==> src/hdl/trrq_pkg.sv <==
// Package for the tokened request retry queue: opcodes, event codes, sizes and FSM states.
// Used by trrq_ctrl, trrq_dp and tokened_request_retry_queue.
`timescale 1ns / 1ps
package trrq_pkg;
    localparam int QUEUE_DEPTH = 8;
    localparam int IDX_W = $clog2(QUEUE_DEPTH);
    localparam int CNT_W = $clog2(QUEUE_DEPTH + 1);
    localparam logic [31:0] TOKEN_STEP = 32'h9E37_79B9;

    localparam logic [1:0] OP_SELECT = 2'd0;
    localparam logic [1:0] OP_TICK   = 2'd1;
    localparam logic [1:0] OP_STATE  = 2'd2;
    localparam logic [1:0] OP_ERROR  = 2'd3;

    localparam logic [2:0] EV_NONE      = 3'd0;
    localparam logic [2:0] EV_COALESCED = 3'd1;
    localparam logic [2:0] EV_STALE     = 3'd2;
    localparam logic [2:0] EV_REJECTED  = 3'd3;
    localparam logic [2:0] EV_ERROR     = 3'd4;

    localparam logic [2:0] CFG_TIMEOUT = 3'd0;
    localparam logic [2:0] CFG_FRESH   = 3'd1;
    localparam logic [2:0] CFG_SEED    = 3'd2;
    localparam logic [2:0] CFG_INIT    = 3'd3;
    localparam logic [2:0] CFG_LIMIT   = 3'd4;

    typedef enum logic [1:0] {
        S_IDLE,
        S_READ,
        S_EXEC,
        S_OUT
    } t_state;

    // Controller to datapath.
    typedef struct packed {
        logic capture;  // latch the input item and read the head entry
        logic execute;  // perform the update and load the result register
    } t_cmd;
endpackage

==> src/hdl/trrq_ctrl.sv <==
// Controller state machine for the retry queue: sequences capture, execute and output.
// Depends on trrq_pkg.
`timescale 1ns / 1ps
module trrq_ctrl (
    input  logic            i_clk,
    input  logic            i_rst_n,
    input  logic            i_in_valid,
    input  logic            i_out_ready,
    output logic            o_in_ready,
    output logic            o_out_valid,
    output trrq_pkg::t_cmd  o_cmd
);
    trrq_pkg::t_state r_state, n_state;

    always_ff @(posedge i_clk) begin
        if (!i_rst_n) r_state <= trrq_pkg::S_IDLE;
        else          r_state <= n_state;
    end

    always_comb begin
        n_state = r_state;
        case (r_state)
            trrq_pkg::S_IDLE: if (i_in_valid) n_state = trrq_pkg::S_READ;
            trrq_pkg::S_READ: n_state = trrq_pkg::S_EXEC;
            trrq_pkg::S_EXEC: n_state = trrq_pkg::S_OUT;
            trrq_pkg::S_OUT:  if (i_out_ready) n_state = trrq_pkg::S_IDLE;
            default:          n_state = trrq_pkg::S_IDLE;
        endcase
    end

    always_comb begin
        o_in_ready    = (r_state == trrq_pkg::S_IDLE);
        o_out_valid   = (r_state == trrq_pkg::S_OUT);
        o_cmd.capture = (r_state == trrq_pkg::S_IDLE) && i_in_valid;
        o_cmd.execute = (r_state == trrq_pkg::S_EXEC);
    end
endmodule

==> src/hdl/trrq_dp.sv <==
// Datapath of the retry queue: entry memories, pointers, flags, token generator, results.
// Depends on trrq_pkg.
`timescale 1ns / 1ps
module trrq_dp (
    input  logic                   i_clk,
    input  logic                   i_rst_n,
    input  trrq_pkg::t_cmd         i_cmd,
    input  logic                   i_cfg_we,
    input  logic [2:0]             i_cfg_index,
    input  logic [31:0]            i_cfg_data,
    input  logic [1:0]             i_opcode,
    input  logic                   i_connected,
    input  logic                   i_link_ready,
    input  logic [31:0]            i_now_ms,
    input  logic [7:0]             i_flavor_in,
    input  logic                   i_audible,
    input  logic [31:0]            i_token_in,
    input  logic                   i_established,
    input  logic                   i_persisted,
    input  logic                   i_persist_error,
    output logic                   o_send_valid,
    output logic [7:0]             o_send_flavor,
    output logic                   o_send_audible,
    output logic [31:0]            o_send_token,
    output logic                   o_send_retry,
    output logic                   o_apply_valid,
    output logic [7:0]             o_apply_flavor,
    output logic                   o_synchronized,
    output logic                   o_awaiting_persist,
    output logic [3:0]             o_pending_count,
    output logic [31:0]            o_ack_latency_ms,
    output logic [2:0]             o_event_code
);
    localparam int IW = trrq_pkg::IDX_W;
    localparam int CW = trrq_pkg::CNT_W;
    localparam logic [IW-1:0] LAST = IW'(trrq_pkg::QUEUE_DEPTH - 1);

    // Entry memories.
    logic [7:0]  m_flavor [trrq_pkg::QUEUE_DEPTH];
    logic        m_aud    [trrq_pkg::QUEUE_DEPTH];
    logic [31:0] m_token  [trrq_pkg::QUEUE_DEPTH];
    logic [31:0] m_qtime  [trrq_pkg::QUEUE_DEPTH];
    logic [31:0] m_first  [trrq_pkg::QUEUE_DEPTH];
    logic [31:0] m_last   [trrq_pkg::QUEUE_DEPTH];
    logic        m_sent   [trrq_pkg::QUEUE_DEPTH];

    // Configuration.
    logic [15:0] r_timeout, r_fresh;
    logic [7:0]  r_init, r_limit;

    // Control state.
    logic [IW-1:0] r_head, r_tail;
    logic [CW-1:0] r_count;
    logic [31:0]   r_tokgen;
    logic [7:0]    r_desired, r_partner;
    logic          r_sync, r_offline, r_ppend, r_ppers, r_perr;

    // Captured item and head read data.
    logic [1:0]  r_op;
    logic        r_conn, r_rdy, r_aud_in, r_est, r_pers, r_perr_in;
    logic [31:0] r_now, r_tok_in;
    logic [7:0]  r_fl_in;
    logic [7:0]  r_h_flavor;
    logic        r_h_aud, r_h_sent;
    logic [31:0] r_h_token, r_h_qtime, r_h_first, r_h_last;

    // Result register.
    logic        r_sv, r_sa, r_sr, r_av;
    logic [7:0]  r_sf, r_af;
    logic [31:0] r_st, r_lat;
    logic [2:0]  r_ev;

    always_ff @(posedge i_clk) begin
        if (i_cmd.capture) begin
            r_op      <= i_opcode;
            r_conn    <= i_connected;
            r_rdy     <= i_link_ready;
            r_now     <= i_now_ms;
            r_fl_in   <= i_flavor_in;
            r_aud_in  <= i_audible;
            r_tok_in  <= i_token_in;
            r_est     <= i_established;
            r_pers    <= i_persisted;
            r_perr_in <= i_persist_error;
            r_h_flavor <= m_flavor[r_head];
            r_h_aud    <= m_aud[r_head];
            r_h_sent   <= m_sent[r_head];
            r_h_token  <= m_token[r_head];
            r_h_qtime  <= m_qtime[r_head];
            r_h_first  <= m_first[r_head];
            r_h_last   <= m_last[r_head];
        end
    end

    // Execute-stage combinational decisions.
    logic          w_bad, w_empty, w_full, w_wait, w_stale_aud, w_do_tick;
    logic          w_match, w_can_adopt;
    logic [IW-1:0] w_slot, w_head_nx, w_tail_nx;
    logic [31:0]   w_tok_sum, w_tok_new, w_lat;
    logic [7:0]    w_init_ok;

    always_comb begin
        w_bad      = r_fl_in > r_limit;
        w_empty    = (r_count == '0);
        w_full     = (r_count >= CW'(trrq_pkg::QUEUE_DEPTH));
        w_slot     = (r_tail == '0) ? LAST : r_tail - 1'b1;
        w_tail_nx  = (r_tail == LAST) ? '0 : r_tail + 1'b1;
        w_head_nx  = (r_head == LAST) ? '0 : r_head + 1'b1;
        w_tok_sum  = r_tokgen + trrq_pkg::TOKEN_STEP;
        w_tok_new  = (w_tok_sum == '0) ? 32'd1 : w_tok_sum;
        w_wait     = r_h_sent && ((r_now - r_h_last) < {16'd0, r_timeout});
        w_stale_aud = r_h_aud && ((r_now - r_h_qtime) > {16'd0, r_fresh});
        w_do_tick  = !w_empty && r_conn && !w_wait;
        w_match    = !w_empty && (r_h_token == r_tok_in);
        w_lat      = r_now - r_h_first;
        // Queue empty after a matching pop when only one entry was held.
        w_can_adopt = !r_offline &&
                      (w_empty || (w_match && r_tok_in != '0 && r_count == CW'(1)));
        w_init_ok  = (i_cfg_data[7:0] <= r_limit) ? i_cfg_data[7:0] : 8'd0;
    end

    // Memory writes.
    always_ff @(posedge i_clk) begin
        if (i_cmd.execute) begin
            if (r_op == trrq_pkg::OP_SELECT && !w_bad && r_conn) begin
                m_flavor[w_full ? w_slot : r_tail] <= r_fl_in;
                m_aud[w_full ? w_slot : r_tail]    <= r_aud_in;
                m_token[w_full ? w_slot : r_tail]  <= w_tok_new;
                m_qtime[w_full ? w_slot : r_tail]  <= r_now;
                m_first[w_full ? w_slot : r_tail]  <= '0;
                m_last[w_full ? w_slot : r_tail]   <= '0;
                m_sent[w_full ? w_slot : r_tail]   <= 1'b0;
            end else if (r_op == trrq_pkg::OP_TICK && w_do_tick) begin
                if (w_stale_aud) m_aud[r_head] <= 1'b0;
                if (r_rdy) begin
                    if (!r_h_sent) m_first[r_head] <= r_now;
                    m_last[r_head] <= r_now;
                    m_sent[r_head] <= 1'b1;
                end
            end
        end
    end

    // Control state and results.
    always_ff @(posedge i_clk) begin
        if (!i_rst_n) begin
            r_timeout <= 16'd750;
            r_fresh   <= 16'd300;
            r_init    <= 8'd0;
            r_limit   <= 8'd1;
            r_head    <= '0;
            r_tail    <= '0;
            r_count   <= '0;
            r_tokgen  <= 32'd1;
            r_desired <= 8'd0;
            r_partner <= 8'd0;
            r_sync    <= 1'b0;
            r_offline <= 1'b0;
            r_ppend   <= 1'b0;
            r_ppers   <= 1'b0;
            r_perr    <= 1'b0;
        end else if (i_cfg_we) begin
            case (i_cfg_index)
                trrq_pkg::CFG_TIMEOUT: r_timeout <= i_cfg_data[15:0];
                trrq_pkg::CFG_FRESH:   r_fresh <= i_cfg_data[15:0];
                trrq_pkg::CFG_SEED:    r_tokgen <= (i_cfg_data == '0) ? 32'd1 : i_cfg_data;
                trrq_pkg::CFG_INIT: begin
                    r_init    <= i_cfg_data[7:0];
                    r_desired <= w_init_ok;
                    r_partner <= w_init_ok;
                end
                trrq_pkg::CFG_LIMIT:   r_limit <= i_cfg_data[7:0];
                default: ;
            endcase
        end else if (i_cmd.execute) begin
            case (r_op)
                trrq_pkg::OP_SELECT: begin
                    if (!w_bad) begin
                        r_desired <= r_fl_in;
                        r_sync    <= 1'b0;
                        r_ppend   <= 1'b1;
                        if (!r_conn) begin
                            r_head    <= '0;
                            r_tail    <= '0;
                            r_count   <= '0;
                            r_offline <= 1'b1;
                        end else begin
                            r_tokgen <= w_tok_new;
                            if (!w_full) begin
                                r_tail  <= w_tail_nx;
                                r_count <= r_count + 1'b1;
                            end
                        end
                    end
                end
                trrq_pkg::OP_TICK: ;
                trrq_pkg::OP_STATE: begin
                    if (!w_bad) begin
                        r_partner <= r_fl_in;
                        r_ppers   <= r_pers;
                        r_perr    <= r_perr_in;
                        if (r_tok_in != '0 && w_match) begin
                            r_head  <= w_head_nx;
                            r_count <= r_count - 1'b1;
                        end
                        if (w_can_adopt) begin
                            r_desired <= r_fl_in;
                            r_sync    <= r_est;
                            r_ppend   <= !r_pers;
                        end
                    end
                end
                default: begin
                    if (!w_empty) begin
                        r_head  <= w_head_nx;
                        r_count <= r_count - 1'b1;
                    end
                    r_sync <= 1'b0;
                end
            endcase
        end
    end

    always_ff @(posedge i_clk) begin
        if (i_cmd.execute) begin
            r_sv  <= 1'b0;
            r_sf  <= '0;
            r_sa  <= 1'b0;
            r_st  <= '0;
            r_sr  <= 1'b0;
            r_av  <= 1'b0;
            r_af  <= '0;
            r_lat <= '0;
            r_ev  <= trrq_pkg::EV_NONE;
            case (r_op)
                trrq_pkg::OP_SELECT: begin
                    if (w_bad) r_ev <= trrq_pkg::EV_REJECTED;
                    else if (r_conn && w_full) r_ev <= trrq_pkg::EV_COALESCED;
                end
                trrq_pkg::OP_TICK: begin
                    if (w_do_tick && r_rdy) begin
                        r_sv <= 1'b1;
                        r_sf <= r_h_flavor;
                        r_sa <= r_h_aud && !w_stale_aud;
                        r_st <= r_h_token;
                        r_sr <= r_h_sent;
                    end
                end
                trrq_pkg::OP_STATE: begin
                    if (w_bad) r_ev <= trrq_pkg::EV_REJECTED;
                    else begin
                        if (r_tok_in != '0 && !w_match) r_ev <= trrq_pkg::EV_STALE;
                        if (r_tok_in != '0 && w_match) r_lat <= w_lat;
                        if (w_can_adopt) begin
                            r_av <= 1'b1;
                            r_af <= r_fl_in;
                        end
                    end
                end
                default: r_ev <= trrq_pkg::EV_ERROR;
            endcase
        end
    end

    always_comb begin
        o_send_valid       = r_sv;
        o_send_flavor      = r_sf;
        o_send_audible     = r_sa;
        o_send_token       = r_st;
        o_send_retry       = r_sr;
        o_apply_valid      = r_av;
        o_apply_flavor     = r_af;
        o_synchronized     = r_sync;
        o_awaiting_persist = r_ppend;
        o_pending_count    = 4'(r_count) + {3'd0, r_offline};
        o_ack_latency_ms   = r_lat;
        o_event_code       = r_ev;
    end
endmodule

==> src/hdl/tokened_request_retry_queue.sv <==
// Top level of the tokened request retry queue: joins controller and datapath.
// Depends on trrq_pkg, trrq_ctrl and trrq_dp.
`timescale 1ns / 1ps
// The block queues outgoing selection requests. Each request is stamped with a nonzero token
// that advances by the golden-ratio step. On service ticks the block resends the head once the
// response timeout has passed, and it pops the head on a matching or error response. Items
// are handled one at a time. After the input transfer, an item passes through a read state
// and then an execute state, which registers its result. The result is then held until the
// output transfer completes. A new item is taken only after that, so each item passes in turn
// through the idle state that takes the input transfer, the read state, the execute state and
// the output state that presents the result.
// Configuration must be written only while the block is idle with no item in flight. The
// status outputs (synchronized, pending count, awaiting persist) show the state after the
// item whose result is presented.
module tokened_request_retry_queue (
    input  logic        i_clk,
    input  logic        i_rst_n,
    input  logic        i_cfg_valid,
    output logic        o_cfg_ready,
    input  logic [2:0]  i_cfg_index,
    input  logic [31:0] i_cfg_data,
    input  logic        i_in_valid,
    output logic        o_in_ready,
    input  logic [1:0]  i_opcode,
    input  logic        i_connected,
    input  logic        i_link_ready,
    input  logic [31:0] i_now_ms,
    input  logic [7:0]  i_flavor_in,
    input  logic        i_audible,
    input  logic [31:0] i_token_in,
    input  logic        i_established,
    input  logic        i_persisted,
    input  logic        i_persist_error,
    output logic        o_out_valid,
    input  logic        i_out_ready,
    output logic        o_send_valid,
    output logic [7:0]  o_send_flavor,
    output logic        o_send_audible,
    output logic [31:0] o_send_token,
    output logic        o_send_retry,
    output logic        o_apply_valid,
    output logic [7:0]  o_apply_flavor,
    output logic        o_synchronized,
    output logic        o_awaiting_persist,
    output logic [3:0]  o_pending_count,
    output logic [31:0] o_ack_latency_ms,
    output logic [2:0]  o_event_code
);
    trrq_pkg::t_cmd w_cmd;

    // Configuration is always taken; writes must occur only while idle, which the block itself does not enforce.
    assign o_cfg_ready = 1'b1;

    trrq_ctrl u_ctrl (
        .i_clk       (i_clk),
        .i_rst_n     (i_rst_n),
        .i_in_valid  (i_in_valid),
        .i_out_ready (i_out_ready),
        .o_in_ready  (o_in_ready),
        .o_out_valid (o_out_valid),
        .o_cmd       (w_cmd)
    );

    trrq_dp u_dp (
        .i_clk              (i_clk),
        .i_rst_n            (i_rst_n),
        .i_cmd              (w_cmd),
        .i_cfg_we           (i_cfg_valid),
        .i_cfg_index        (i_cfg_index),
        .i_cfg_data         (i_cfg_data),
        .i_opcode           (i_opcode),
        .i_connected        (i_connected),
        .i_link_ready       (i_link_ready),
        .i_now_ms           (i_now_ms),
        .i_flavor_in        (i_flavor_in),
        .i_audible          (i_audible),
        .i_token_in         (i_token_in),
        .i_established      (i_established),
        .i_persisted        (i_persisted),
        .i_persist_error    (i_persist_error),
        .o_send_valid       (o_send_valid),
        .o_send_flavor      (o_send_flavor),
        .o_send_audible     (o_send_audible),
        .o_send_token       (o_send_token),
        .o_send_retry       (o_send_retry),
        .o_apply_valid      (o_apply_valid),
        .o_apply_flavor     (o_apply_flavor),
        .o_synchronized     (o_synchronized),
        .o_awaiting_persist (o_awaiting_persist),
        .o_pending_count    (o_pending_count),
        .o_ack_latency_ms   (o_ack_latency_ms),
        .o_event_code       (o_event_code)
    );
endmodule
==> config.mk <==
export PLATFORM = sky130hd
export DESIGN_NAME = tokened_request_retry_queue
export DESIGN_NICKNAME = d
export VERILOG_FILES = /design/src/hdl/trrq_pkg.sv /design/src/hdl/trrq_ctrl.sv /design/src/hdl/trrq_dp.sv /design/src/hdl/tokened_request_retry_queue.sv
export SDC_FILE = /design/constraint.sdc
export NUM_CORES = 2
export LEC_CHECK = 0
export BUFFER_PORTS_ARGS = -buffer_cell sky130_fd_sc_hd__buf_2
export CAP_MARGIN = 20
export CORE_MARGIN = 2
export CORE_UTILIZATION = 60
export DETAILED_ROUTE_END_ITERATION = 16
export PLACE_DENSITY = 0.81
export SLEW_MARGIN = 30
export SYNTH_ARGS = -nofsm -noshare
export SYNTH_HDL_FRONTEND = slang
export SYNTH_SLANG_ARGS = --single-unit
==> constraint.sdc <==
create_clock -name i_clk -period 8.85 [get_ports i_clk]
set_input_delay 1.3275 -clock i_clk [delete_from_list [all_inputs] [get_ports i_clk]]
set_output_delay 1.3275 -clock i_clk [all_outputs]
set_load 0.01 [all_outputs]
# After elaboration in Yosys (flattened, before gate mapping)
# Memory sizes are Yosys's and may differ from the RTL's. A register that Yosys moved wholly into a read port is not among the register bits.
# Cells that the tools add are included.
totals:
  register_bits: 253
  word_cells: 212
  ram_bits: 1104
  in_bits: 120
  memories: 7
  output_inout_bits: 96
mem_list:
  columns: ["name", "depth", "word_bits", "rd", "rd_clocked_by_memory_dff", "wr", "line", "rtl"]
  rows:
  - ["u_dp.m_first", 8, 32, 1, 1, 1, "trrq_dp.sv:43", "logic [31:0] m_first [trrq_pkg::QUEUE_DEPTH];"]
  - ["u_dp.m_last", 8, 32, 1, 1, 1, "trrq_dp.sv:44", "logic [31:0] m_last [trrq_pkg::QUEUE_DEPTH];"]
  - ["u_dp.m_qtime", 8, 32, 1, 1, 1, "trrq_dp.sv:42", "logic [31:0] m_qtime [trrq_pkg::QUEUE_DEPTH];"]
  - ["u_dp.m_token", 8, 32, 1, 1, 1, "trrq_dp.sv:41", "logic [31:0] m_token [trrq_pkg::QUEUE_DEPTH];"]
  - ["u_dp.m_flavor", 8, 8, 1, 1, 1, "trrq_dp.sv:39", "logic [7:0] m_flavor [trrq_pkg::QUEUE_DEPTH];"]
  - ["u_dp.m_aud", 8, 1, 1, 1, 1, "trrq_dp.sv:40", "logic m_aud [trrq_pkg::QUEUE_DEPTH];"]
  - ["+1 memories", null, null, null, null, null, null, null]
classes:
  n_eq_ne: 24
  order_cmp: 4
  n_bitwise: 7
  mux: 76
  n_addsub: 10
  reduce_logical: 55
op_table:
  columns: ["op", "count"]
  rows:
  - ["$mux W32", 10]
  - ["$sub A32 B32 Y32", 3]
  - ["$logic_not A32 Y1", 2]
  - ["$reduce_or A32 Y1", 2]
  - ["$mux W3", 17]
  - ["$mux W1", 34]
  - ["$add A32 B32 Y32 const B", 1]
  - ["$eq A32 B32 Y1", 1]
  - ["$gt A32 B16 Y1", 1]
  - ["$lt A32 B16 Y1", 1]
  - ["$reduce_bool A32 Y1", 1]
  - ["$mux W4", 6]
  - ["$pmux W3 S3", 2]
  - ["$logic_and A1 B1 Y1", 16]
  - ["$reduce_and A8 Y1", 2]
  - ["$reduce_and A5 Y1", 3]
  - ["$ne A2 B2 Y1 const B", 6]
  - ["$pmux W4 S3", 1]
  - ["$reduce_and A6 Y1", 2]
  - ["$reduce_and A2 Y1", 5]
  - ["$eq A3 B3 Y1 const B", 3]
  - ["$gt A8 B8 Y1", 1]
  - ["$ne A2 B1 Y1 const B", 4]
  - ["$pmux W2 S4", 1]
  - ["25 further kinds", 51]

# Longest topological paths before layout
logic_depth:
  depth_word: 12
  mapped_depth: 25
  ltp_nobuf: 24

# Hierarchy
# From an unflattened synthesis, not the netlist that was laid out.
unflattened:
  hier_cells: 3773
  hier_area_um2: 63379.5
by_module_without_submodules:
  columns: ["mod", "n_inst", "area_per_inst_um2", "seq_area_each_um2", "cells_each"]
  rows:
  - ["trrq_dp", 1, 63216.9, 43982.2, 3755]
  - ["trrq_ctrl", 1, 151.4, 40.0, 16]
  - ["tokened_request_retry_queue", 1, 11.3, 0.0, 2]

# Worst setup path before layout
# Ideal clock, no wire load.
synth_path:
  path_kind: "input to register"
  from: "in i_in_valid"
  to: "reg u_dp.r_aud_in, enable pin"
  setup_time_ps: 603
  stages: 1
  setup_slack_ps: 2033
  n_path_buf: 0
  t_arrival_ps: 6214
  required_ps: 8247
  path_cell_list: "and2_1"
synth_via:
  elab_chain_len: 1
synth_rtl:
  columns: ["element", "line", "rtl"]
  rows:
  - ["start, declared", "tokened_request_retry_queue.sv:22", "input logic i_in_valid,"]
  - ["$logic_and A1 B1 Y1", "trrq_ctrl.sv:34", "o_cmd.capture = (r_state == trrq_pkg::S_IDLE) && i_in_valid;"]
  - ["end signal, assigned", "trrq_dp.sv:80", "r_aud_in <= i_audible;"]
  - ["end, declared", "trrq_dp.sv:60", "logic r_conn, r_rdy, r_aud_in, r_est, r_pers, r_perr_in;"]
# Every way passes these cells.
# A chain may end at the register's enable or synchronous reset.

# Worst setup path after layout
layout_path:
  from: "reg u_dp.r_now[0]"
  to: "mem u_dp.m_last[2][17], enable pin"
layout_via:
  elab_chain_len: 12
  elab_cells_between_ends: 13
  cone_classes: "1 x add/sub; 1 x order compare; 6 x mux; 5 x reduce/logical"
layout_rtl:
  columns: ["element", "line", "rtl"]
  rows:
  - ["start, declared", "trrq_dp.sv:61", "logic [31:0] r_now, r_tok_in;"]
  - ["start signal, assigned", "trrq_dp.sv:78", "r_now <= i_now_ms;"]
  - ["$sub A32 B32 Y32 *", "trrq_dp.sv:111", "w_wait = r_h_sent && ((r_now - r_h_last) < {16'd0, r_timeout});"]
  - ["$lt A32 B16 Y1 *", "trrq_dp.sv:111", null]
  - ["$logic_and A1 B1 Y1 *", "trrq_dp.sv:111", null]
  - ["$logic_not A1 Y1 *", "trrq_dp.sv:113", "w_do_tick = !w_empty && r_conn && !w_wait;"]
  - ["$logic_and A1 B1 Y1 *", "trrq_dp.sv:113", null]
  - ["$logic_and A1 B1 Y1 *", "trrq_dp.sv:133", "end else if (r_op == trrq_pkg::OP_TICK && w_do_tick) begin"]
  - ["$mux W1 *", "trrq_dp.sv:133", null]
  - ["$mux W1 *", "trrq_dp.sv:125", "if (r_op == trrq_pkg::OP_SELECT && !w_bad && r_conn) begin"]
  - ["$mux W1 *", "trrq_dp.sv:124", "if (i_cmd.execute) begin"]
  - ["$mux W1 (implied by the code) *", "trrq_dp.sv:137", "m_last[r_head] <= r_now;"]
  - ["$reduce_or A32 Y1 (no source line)", null, null]
  - ["$mux W3 (no source line) / $mux W1 (equally long branches)", null, null]
  - ["end, declared", "trrq_dp.sv:44", null]
# Mark *: on every way between the ends. The rest lies on a longest branch, timed or not.

==> impl_metrics.yaml <==
cts:
  postCtsSetupBuffers: 0
  cts_max_level: 4
  hold_buffers: 0
  ctsRootBufferMaster: "clkbuf_16"
  insertion_delay_ns: 0.78
  cts_tree: "yes"
  clk_pin_slew_ns: 0.06
  clock_path_buffers: 3
  cts_buffers: 149
  clkSinkCount: 1495
  cts_resized: 0
setup_path:
  startpoint: "u_dp.r_now[0]$_DFFE_PP_"
  startpoint_type: "flop"
  regToRegStartpoint: "u_dp.r_now[0]$_DFFE_PP_"
  worstPathCellList: "inv_1 -> ha_1 -> fa_1 -> nand2b_1 -> a21oi_1 -> o2bb2ai_1 -> o31ai_1 -> xnor2_1 -> ha_1 -> nand2_1 -> o21ai_0 -> a2111oi_0 -> and4_1 -> o2111ai_1 -> a2111oi_0 -> o211ai_1 -> or4_1 -> o311ai_4 -> buf_4 -> inv_2 -> buf_4 -> nand2_1 -> o21ai_4 -> buf_4"
  endpoint: "u_dp.m_last[2][17]$_DFFE_PP_"
  worst-path-max-fanout: 53
  crit_slowest_cell: "o31ai_1"
  critPathKind: "reg -> reg"
  cpMostUsedCell: "buf_4"
  setup.worst_path.end_class: "flop"
  worst-r2r-cell-count: 24
  crit_path_max_incr_delay_ns: 0.53
  rrSetupSlack_ns: 1.65
  arrival_ns: 7.64
  r2r-end: "u_dp.m_last[2][17]$_DFFE_PP_"
  cp.required_ns: 9.29
placed_design:
  place_area_sq_mm: 0.0665
  dp_hpwl_mm: 90.5
  placed_cells: 5318
  pre_cts_ws_ns: 1.67
  numPortBuffers: 213
  gp_congestion: 0.929
timing:
  period_needed_ns: 7.20
  fmax_mhz: 139
  hold_viol_final: 0
  setup_slack_ns: 1.65
  slew_headroom: 0.329
  rsz0062_at_grt: "no"
  setup_tns_ns: 0
  finalSetupViolCount: 0
  whs_ns: 0.466
  skew_ns: 0.0340
  fin_crit_sh: 0.814
  drv_slew: 0
  worst_slew_pin_slew_ns: 0.999
synth:
  ys_seq_elements: 1495
  yosys-top-cells-area: "edfxtp_1 (67%), mux4_2 (9.8%), ha_1 (2.9%)"
  yosys.area.top_type_share: 0.667
  synthDistinctLibCells: 86
  yosys.area.top_type: "edfxtp_1"
  synthesis.area_sq_mm: 0.0634
  synthArstFlopShare: 0
  seq_area_frac_synth: 0.695
  synth_most_common_cell: "edfxtp_1"
  netlist_top_cells_count: "edfxtp_1 (1408), mux4_2 (276), inv_1 (192)"
  synth_edf_count: 1408
  synthCells: 3799
  yosys_warnings: 0
  synth_fp_nets: 4069
  ys.flop_type: "edfxtp_1"
  syn_area_per_cell_sq_um: 16.7
floorplanning:
  dieArea_sq_mm: 0.108
  die_w_um: 329
  start_util: 0.604
  core_sq_mm: 0.105
  rows: 119
  die_h_um: 329
  pin_count: 216
power_and_ir_drop:
  power.density_mw_per_mm2: 257
  clkPwrFrac: 0.336
  pwr-share-seq: 0.466
  power.internal_mw: 13.1
  p_sw_mw: 5.29
  p_leak_nw: 25.3
  p_sw_frac: 0.288
  combPwrFrac: 0.198
  vdd_drop_max_v: 0.000225
  totalPowerFinal_mw: 18.3
final_layout:
  drive_gt1_frac: 0.234
  stdcell_area_sq_mm: 0.0714
  finish.utilization: 0.680
  area_delta_synth_final_pct: 12.6
  final_cells: 5597
  fillers: 6589
  final_net_count: 4351
detailed_routing:
  via_count: 36000
  vias_per_cell: 6.44
  final_antenna_net_count: 0
  wire_per_inst_um: 27.6
  drc: 0
  drtIter0Drc: 4272
  wirelength_mm: 154
  first_pass_iters: 6
global_route:
  grt.total_usage: 0.285
  grt_first_pass_wirelength_mm: 227
  grt_max_degree: 114
  gr-total-overflow: 0
  antenna_found_initial: 7
  grt_pass1_vias: 36300
run_status:
  status: "finished clean"
min_path:
  hp-class: "reg -> reg"
  worstHoldPathCells: 2
  min_from: "u_dp.r_fresh[7]$_SDFFE_PN0P_"
job:
  maxCapViolCount: 0
## cell usage in the layout, fill, tap and decap left out, types with 31 or more instances in the layout
| cell | synthesis | layout |
|---|---|---|
| a21oi_1 | 129 | 129 |
| and2_1 | 83 | 82 |
| o21ai_0 | 103 | 94 |
| a21o_1 | 31 | 31 |
| xnor2_1 | 56 | 56 |
| buf_4 | 1 | 68 |
| mux2_2 | 139 | 139 |
| nand2_1 | 172 | 172 |
| clkbuf_16 | 0 | 153 |
| clkbuf_1 | 117 | 40 |
| ha_1 | 147 | 146 |
| nand3_1 | 41 | 41 |
| mux4_2 | 276 | 276 |
| and3_1 | 45 | 45 |
| buf_2 | 7 | 213 |
| edfxtp_1 | 1408 | 1408 |
| o211ai_1 | 32 | 32 |
| dfxtp_1 | 87 | 84 |
| nand4_1 | 38 | 38 |
| nor4_1 | 38 | 36 |
| inv_1 | 192 | 185 |
| a21boi_0 | 38 | 38 |
| xor2_1 | 74 | 74 |
| nor2_1 | 168 | 165 |
## worst min path at each step
| stage | end |
|---|---|
| 2_1_floorplan | u_dp.r_timeout[0]$_SDFFE_PN0P_ |
| 4_1_cts | u_dp.r_limit[3]$_SDFFE_PN0P_ |
| 6_report | u_dp.r_fresh[7]$_SDFFE_PN0P_ |
| 3_3_place_gp | u_dp.r_timeout[10]$_SDFFE_PN0P_ |
| 3_5_place_dp | u_dp.r_limit[3]$_SDFFE_PN0P_ |
| 5_1_grt | u_dp.r_fresh[6]$_SDFFE_PN0P_ |
## logic make-up (layout without fill, tap and decap cells)
| kind of cell | Yosys count | after routing | synth area share |
|---|---|---|---|
| fa+ha+maj | 150 | 150 | 0.0300 |
| xor+xnor | 130 | 130 | 0.0180 |
| other cells | 1 | 5 | 0.0000592 |
| mux | 422 | 422 | 0.124 |
| flops | 1495 | 1495 | 0.695 |
| simple gates | 722 | 722 | 0.0578 |
| buf+inv | 358 | 761 | 0.0215 |
| compound gates | 521 | 521 | 0.0543 |
## cell type report
type	count	area (sq um)	area share
diodes	4	10.0	0.000140
clock buffers	199	4060	0.0569
clock inverters	73	719	0.0101
inverters	194	737	0.0103
multi-input cells	1946	18300	0.256
flip-flops and latches	1495	44000	0.617
well taps	1391	1740	0.0244
repair buffers	295	1800	0.0252
## registers in the layout, indices dropped and copies added (netlist names), 16 cells and up
name,cells
u_dp.r_h_last,32
u_dp.r_tokgen,32
u_dp.r_h_token,32
u_dp.r_tok_in,32
u_dp.o_ack_latency_ms,32
u_dp.m_qtime,256
u_dp.m_token,256
u_dp.r_timeout,16
u_dp.r_h_first,32
u_dp.m_first,256
u_dp.r_now,32
u_dp.r_fresh,16
u_dp.o_send_token,32
u_dp.r_h_qtime,32
u_dp.m_flavor,64
u_dp.m_last,256
## critical path: cells and delay by family (launching register included)
kind	cells	cell delay [ns]
AO/OA/AOI/OAI	10	2.34
adder cells (fa/ha/maj)	3	0.88
AND/OR/NAND/NOR	5	1.22
buffers and inverters	5	1.70
flip-flops	1	0.51
XOR/XNOR	1	0.16
## layer usage
layer	wire length, um	up-vias	part of all wire	GRT usage
met1	58800	18300	0.38	0.377
li1	-	15500	-	-
met4	6520	2	0.042	0.124
met5	13	-	0.000084	0
met3	13500	348	0.087	0.0512
met2	75500	1882	0.49	0.469
## power groups by stage
stage	registers (mW)	clock network, mW	logic [mW]
3_3_place_gp	8.67	0	3.47
4_1_cts	8.54	6.23	3.59
6_report	8.54	6.16	3.64
3_5_place_dp	8.68	0	3.55
5_1_grt	8.57	6.48	3.94
2_1_floorplan	8.76	0	2.27
(Power assumes the default switching activity.)
